$ cat config.mk
export PLATFORM = sky130hd
export DESIGN_NAME = v3alu_isqrt
export DESIGN_NICKNAME = d
export VERILOG_FILES = /design/src/rtl/core/v3alu_isqrt.sv
export SDC_FILE = /design/constraint.sdc
export NUM_CORES = 2
export LEC_CHECK = 0
export BUFFER_PORTS_ARGS = -buffer_cell sky130_fd_sc_hd__buf_2
export CAP_MARGIN = 15
export CORE_MARGIN = 2
export CORE_UTILIZATION = 30
export DETAILED_ROUTE_END_ITERATION = 6
export GPL_TIMING_DRIVEN = 1
export PLACE_DENSITY_LB_ADDON = 0.1
export SLEW_MARGIN = 10
export SYNTH_ARGS = -nofsm -noshare
export SYNTH_HDL_FRONTEND = slang
export SYNTH_MEMORY_MAX_BITS = 65536
export SYNTH_SLANG_ARGS = --single-unit
$ cat constraint.sdc
create_clock -name clk -period 5.4 [get_ports clk]
set_clock_uncertainty 0.15 [all_clocks]
set_input_delay 0.27 -clock clk [delete_from_list [all_inputs] [get_ports clk]]
set_output_delay 0.27 -clock clk [all_outputs]
set_load 0.005 [all_outputs]
$ cat src/rtl/core/v3alu_isqrt.sv
// ----------------------------------------------------------------------------
// v3alu_isqrt
// Pipelined integer square root: one result bit per register stage,
// W stages for a 2W-bit radicand.
// ----------------------------------------------------------------------------
module v3alu_isqrt #(
  parameter int W = 32
) (
  input  logic                 clk,
  input  logic [2*W-1:0]       rad,
  output logic [W-1:0]         root
);

  localparam int SW = 2 * W;
  localparam int RW = SW + 1;

  logic [SW-1:0] n_r   [W];
  logic [RW-1:0] res_r [W];

  for (genvar k = 0; k < W; k++) begin : g_stage
    logic [SW-1:0] n_in;
    logic [RW-1:0] res_in;
    logic [RW-1:0] trial;
    logic [RW-1:0] bitv;

    if (k == 0) begin : g_first
      assign n_in   = rad;
      assign res_in = '0;
    end else begin : g_next
      assign n_in   = n_r[k-1];
      assign res_in = res_r[k-1];
    end

    assign bitv  = RW'(1) << (SW - 2 - 2 * k);
    assign trial = res_in + bitv;

    always_ff @(posedge clk) begin
      if (RW'(n_in) >= trial) begin
        n_r[k]   <= SW'(RW'(n_in) - trial);
        res_r[k] <= (res_in >> 1) + bitv;
      end else begin
        n_r[k]   <= n_in;
        res_r[k] <= res_in >> 1;
      end
    end
  end

  assign root = W'(res_r[W-1]);

endmodule

==> Word level (Yosys, flattened, before mapping) <==
Memory sizes are Yosys's and may differ from the RTL's.
Index checks and enable logic that the tools add are counted.
{ "word_totals": {"output_inout_bits": 32, "ramBits": 4128, "in_bits": 65, "memories": 2, "register_bits": 0, "word_cells": 352} }
{ "classes": {"n_lt_le_gt_ge": 32, "n_addsub": 94, "mux": 160, "n_bitwise": 64} }
{ "mem_list": {"columns": ["name", "depth", "word_bits", "read_ports", "rd_clocked_by_memory_dff", "wr", "line_no", "source"], "rows": [
  ["res_r", 32, 65, 32, 0, 32, "18", "logic [RW-1:0] res_r [W];"],
  ["n_r", 32, 64, 31, 0, 32, "17", "logic [SW-1:0] n_r [W];"]
]} }
{ "op_table": {"columns": ["op", "count"], "rows": [
  ["65-bit two-way mux", 32],
  ["64-bit two-way mux", 32],
  ["64-bit by 65-bit greater-or-equal comparator with 1-bit output", 31],
  ["64-bit subtractor", 31],
  ["1-bit two-way mux", 96],
  ["64-bit by 1-bit adder with 65-bit output, second input constant", 1],
  ["64-bit by 11-bit adder with 65-bit output, second input constant", 1],
  ["64-bit by 13-bit adder with 65-bit output, second input constant", 1],
  ["64-bit by 15-bit adder with 65-bit output, second input constant", 1],
  ["64-bit by 17-bit adder with 65-bit output, second input constant", 1],
  ["64-bit by 19-bit adder with 65-bit output, second input constant", 1],
  ["64-bit by 21-bit adder with 65-bit output, second input constant", 1],
  ["64-bit by 23-bit adder with 65-bit output, second input constant", 1],
  ["64-bit by 25-bit adder with 65-bit output, second input constant", 1],
  ["64-bit by 27-bit adder with 65-bit output, second input constant", 1],
  ["64-bit by 29-bit adder with 65-bit output, second input constant", 1],
  ["64-bit by 3-bit adder with 65-bit output, second input constant", 1],
  ["64-bit by 31-bit adder with 65-bit output, second input constant", 1],
  ["64-bit by 33-bit adder with 65-bit output, second input constant", 1],
  ["64-bit by 35-bit adder with 65-bit output, second input constant", 1],
  ["64-bit by 37-bit adder with 65-bit output, second input constant", 1],
  ["64-bit by 39-bit adder with 65-bit output, second input constant", 1],
  ["64-bit by 41-bit adder with 65-bit output, second input constant", 1],
  ["64-bit by 43-bit adder with 65-bit output, second input constant", 1],
  ["46 further kinds", 109]
]} }

==> Depth between registers and ports, before layout <==
An unclocked memory read counts as a cell.
{ "depth": {"word_depth": 6, "mapped_depth": 15, "ltp_nobuf": 12} }

==> Worst setup path before layout <==
Ideal clock, no wire load.
{ "synth_path": {"path_kind": "register -> register", "from": "memory res_r[1][156] (netlist name)", "to": "memory n_r[1][253] (netlist name)", "setup_time_ns": 0.118, "arrival_time_ns": 3.103, "n_path_buf": 0, "path_stages_with_launch": 12, "path_slack_ns": 2.029, "path_cell_list": "dfxtp_1 > inv_1 > ha_1 > o21a_1 > or4_1 > a311o_1 > a21oi_1 > nor2_1 > a2111oi_4 > nand2_1 > or4b_1 > xnor2_1"} }
{ "synth_rtl": {"columns": ["element", "line_no"], "rows": [
  ["start: declaration", "18"],
  ["end: declaration", "17"]
]} }

==> results.rst <==
.. list-table::
   :header-rows: 1

   * - Metric
     - Value
   * - Outcome
     - finished, final reports clean
   * - Power per cell area
     - roughly 560 mW/mm2
   * - Crit path cell chain
     - inv_1, ha_1, nand4_1, or4_1, nor4_1, buf_4, a211oi_1, o311ai_2, nand2b_1, a21oi_2, buf_4, or3b_2, xnor2_1
   * - Max-capacitance violation count
     - 0
   * - Overall die height
     - about 570 um
   * - Number of enable-type register cells in the synthesized netlist
     - 0
   * - Hold Vio Cnt, Final
     - 0
   * - Total grt overflow
     - 0
   * - Clk slew on worst S/H paths
     - 0.06 ns
   * - Number of distinct library cells after synthesis
     - 101
   * - Tcrit/Tclk final
     - 78.56%
   * - DRC
     - 0
   * - Largest voltage drop on the vdd net
     - around 310 uV
   * - Final WL
     - roughly 280 mm
   * - Synth warnings
     - 0
   * - Worst-skew pair later-pin latency
     - ~0.90 ns
   * - Fraction of registers with async set or reset after synthesis
     - 0%
   * - Maximum cell stage delay along the critical path
     - 0.56 ns
   * - Area share of the leading cell type in the synthesized netlist
     - a little over half
   * - Cell with the most instances after synthesis
     - sky130_fd_sc_hd__dfxtp_1
   * - Largest net degree at the start of global routing
     - 57
   * - R2r setup slk
     - roughly 1.2 ns
   * - CTS H-tree lvls
     - 5
   * - Final number of max-transition violations
     - 0
   * - Total GRT Usage
     - between 15 and 20%
   * - Critical path class
     - reg2reg
   * - Vias in the first global route
     - 70990
   * - Synthesis-stage register bit count
     - about 2500
   * - CTS tree
     - done
   * - Startpoint of the most critical register-to-register path
     - res_r[1][300]
   * - Cell count of the worst hold path
     - 0
   * - Drt via density
     - 4.775
   * - Hpwl dp
     - ~230 mm
   * - Layout cells sized above 1
     - slightly below 8%
   * - Number of setup violations in the final report
     - 0
   * - Top flip-flop cell by instance count after synthesis
     - sky130_fd_sc_hd__dfxtp_1
   * - Cell leakage power
     - slightly above 50 nW
   * - Time the worst path needs with I/O delays and setup
     - about 4.2 ns
   * - Setup slack after placement
     - between 0.9 and 1 ns
   * - Average footprint of a synthesized cell
     - 9.880 um2
   * - Total die area
     - around 0.33 mm2
   * - RR Endpoint
     - n_r[1][372]
   * - Overall die width
     - ~570 um
   * - Netlist Area Pre-Place
     - 0.09641 mm2
   * - Crit path DAT
     - 4.83 ns
   * - Worst-margin pin slew
     - roughly 1.1 ns
   * - Total number of clock tree sinks
     - between 2000 and 3000
   * - Cell depth of the worst flop-to-flop path
     - 13
   * - First-pass GRT wire length
     - around 430 mm
   * - Total negative slack
     - 0 ns
   * - Area Growth Syn to Fin
     - 17.70%
   * - Number of port buffers
     - 96
   * - Drt first-iter violations
     - around 4400
   * - Max stage delay cell, worst path
     - sky130_fd_sc_hd__or4_1
   * - Critical path capture point type
     - flip-flop
   * - Worst hold-check path type
     - reg2reg
   * - Slack of the critical path
     - roughly 1.2 ns
   * - TritonCTS buffer count
     - approximately 290
   * - Total power
     - between 60 and 70 mW
   * - Nets in the synthesized netlist
     - a little over 10000
   * - Number of detailed-route iterations in the first pass
     - 7
   * - Register area share after synthesis
     - between 50% and 60%
   * - Cell taking the most area after synthesis
     - sky130_fd_sc_hd__dfxtp_1
   * - Number of nets in the finished design
     - 10720
   * - Effective utilization at floorplan
     - a little under a third
   * - Std cell rows
     - about 210
   * - Min-Delay Startpoint
     - res_r[1][867]
   * - Req. time, crit path
     - 5.99 ns
   * - Detailed-route wire length per cell
     - ~19 um
   * - Crit-path most repeated cell
     - sky130_fd_sc_hd__buf_4
   * - Crit path launch type
     - flip-flop
   * - CTS root buf
     - sky130_fd_sc_hd__clkbuf_16
   * - Setup repair after global routing missed its margin
     - false
   * - Cell types occupying the most area after synthesis
     - sky130_fd_sc_hd__dfxtp_1 52%, sky130_fd_sc_hd__ha_1 7.2%, sky130_fd_sc_hd__xor2_1 4.1%, sky130_fd_sc_hd__xnor2_1 3.8%, sky130_fd_sc_hd__a21oi_1 3.2%
   * - Number of fill cells in the layout
     - roughly 32000
   * - I/O pin total
     - slightly below 100
   * - Hold Path End
     - res_r[1][931]
   * - Routed via count
     - approximately 70000
   * - Clock Path Buffers
     - 4
   * - Top cell types by occurrence after synthesis
     - 2512 x sky130_fd_sc_hd__dfxtp_1, 689 x sky130_fd_sc_hd__inv_1, 673 x sky130_fd_sc_hd__nor2_1
   * - Highest attainable clock frequency
     - approximately 240 MHz
   * - Headroom to the max-slew limit
     - 23.47%
   * - Core outline area
     - between 0.3 and 0.4 mm2
   * - Number of antenna-violating nets in the routed design
     - 0
   * - Number of antenna violations at the first check in global routing
     - 17
   * - GPL Wtd Cong
     - ~0.88
   * - Crit path max fanout
     - 10
   * - Number of standard cells after synthesis
     - a little under 10000
==> power breakdown <==
part,internal (mW),switching [mW],total [mW]
clock,12.6,8.02,20.6
combinational,6.63,8.89,15.5
sequential,22.8,4.23,27.0
total,42.1,21.1,63.2
==> through the flow <==
step                instances  hold WS [ns]  utilization (%)  area [um2]
floorplan                9758        0.1477                -       96410
global placement        13970        0.1837            31.77      101800
detailed placement      13980        0.1811            31.80      101900
CTS                     14630        0.1314            35.42      113500
global route            14630        0.1725            35.42      113500
finish                  14640        0.1568            35.42      113500
==> cell type report <==
| cell class | instances | area, um2 | area share [%] |
|---|---|---|---|
| diodes | 5 | 12.51 | 0.01103 |
| clock buffers | 401 | 8307 | 7.320 |
| clock inverters | 121 | 1991 | 1.754 |
| inverters | 696 | 2615 | 2.305 |
| multi-input cells | 6315 | 42680 | 37.61 |
| flip-flops and latches | 2512 | 50290 | 44.32 |
| well taps | 4305 | 5386 | 4.747 |
| repair buffers | 282 | 2192 | 1.932 |
==> how the worst max path moves through the flow <==
stage,from,endpoint,slack (ns),cells after the start
floorplan,res_r[1][156],n_r[1][253],2.03,11
global placement,res_r[1][300],n_r[1][372],0.88,13
detailed placement,res_r[1][300],n_r[1][372],0.98,13
CTS,res_r[1][300],n_r[1][372],0.93,13
global route,res_r[1][300],n_r[1][372],0.85,13
finish,res_r[1][300],n_r[1][372],1.16,13
==> per-layer routing <==
metal / track usage (%) / part of all wire [%] / wire length (um) / vias up
met5: 0 / 0.0046 / 13 / -
li1: - / - / - / 34890
met3: 2.435 / 4.2 / 11920 / 368
met2: 29.10 / 47 / 134000 / 1341
met4: 4.197 / 2.1 / 6006 / 2
met1: 22.69 / 47 / 132800 / 33290
==> kinds of logic (layout without fill, tap and decap cells) <==
family / count (synthesis) / in the layout / synth area share [%]
flops: 2512 / 2512 / 52.16
fa+ha+maj: 558 / 558 / 7.242
mux: 79 / 79 / 0.9176
simple gates: 2903 / 2903 / 15.69
buf+inv: 931 / 1500 / 3.670
compound gates: 1904 / 1904 / 12.40
xor+xnor: 871 / 871 / 7.913
other cells: 0 / 5 / 0
==> critical path: cells and delay by family, from the launching register on <==
kind | cells | cell delay (ns)
DFF | 1 | 0.41
AOI/OAI and AO/OA | 3 | 0.43
buffers and inverters | 3 | 0.47
and+or+nand+nor | 5 | 2.05
xor gates and xnor gates | 1 | 0.19
adders and majority gates | 1 | 0.42
==> sequential cells by signal (all words and copies together) (netlist names) <==
register and cells:
res_r 528, n_r 1984
==> cell usage in the layout, fill, tap and decap left out, types with 23 or more instances in the layout <==
cell type	synthesis	final
sky130_fd_sc_hd__a211oi_1	65	65
sky130_fd_sc_hd__a21o_1	247	247
sky130_fd_sc_hd__a21oi_1	625	625
sky130_fd_sc_hd__a31oi_1	45	45
sky130_fd_sc_hd__and2_1	26	26
sky130_fd_sc_hd__and3_1	46	46
sky130_fd_sc_hd__and4_1	26	26
sky130_fd_sc_hd__buf_2	15	100
sky130_fd_sc_hd__buf_4	2	52
sky130_fd_sc_hd__bufinv_16	0	36
sky130_fd_sc_hd__clkbuf_1	201	50
sky130_fd_sc_hd__clkbuf_16	0	292
sky130_fd_sc_hd__clkbuf_8	0	59
sky130_fd_sc_hd__clkinv_2	0	34
sky130_fd_sc_hd__dfxtp_1	2512	2512
sky130_fd_sc_hd__dlygate4sd3_1	0	130
sky130_fd_sc_hd__ha_1	558	558
sky130_fd_sc_hd__inv_1	689	689
sky130_fd_sc_hd__mux2_2	67	67
sky130_fd_sc_hd__nand2_1	584	584
sky130_fd_sc_hd__nand2b_1	92	92
sky130_fd_sc_hd__nand3_1	163	163
sky130_fd_sc_hd__nand3b_1	28	28
sky130_fd_sc_hd__nand4_1	171	171
sky130_fd_sc_hd__nand4b_1	23	23
sky130_fd_sc_hd__nor2_1	673	671
sky130_fd_sc_hd__nor2b_1	64	64
sky130_fd_sc_hd__nor3_1	258	258
sky130_fd_sc_hd__nor4_1	362	358
sky130_fd_sc_hd__nor4b_1	63	63
sky130_fd_sc_hd__o211ai_1	26	26
sky130_fd_sc_hd__o21a_1	101	101
sky130_fd_sc_hd__o21ai_0	437	437
sky130_fd_sc_hd__o21bai_1	68	68
sky130_fd_sc_hd__o31ai_1	44	41
sky130_fd_sc_hd__or2_2	43	43
sky130_fd_sc_hd__or3_1	118	118
sky130_fd_sc_hd__or4_1	89	89
sky130_fd_sc_hd__xnor2_1	423	423
sky130_fd_sc_hd__xor2_1	448	448
==> what timing repair did <==
item                                    in CTS  in global routing
hold endpoints to repair                    65                  0
hold buffers                               130                  0
endpoints found under the setup margin       0                  0
gates resized for setup                      0                  0
buffers inserted                             0                  0
No activity file was read; power rests on OpenSTA's default activity.
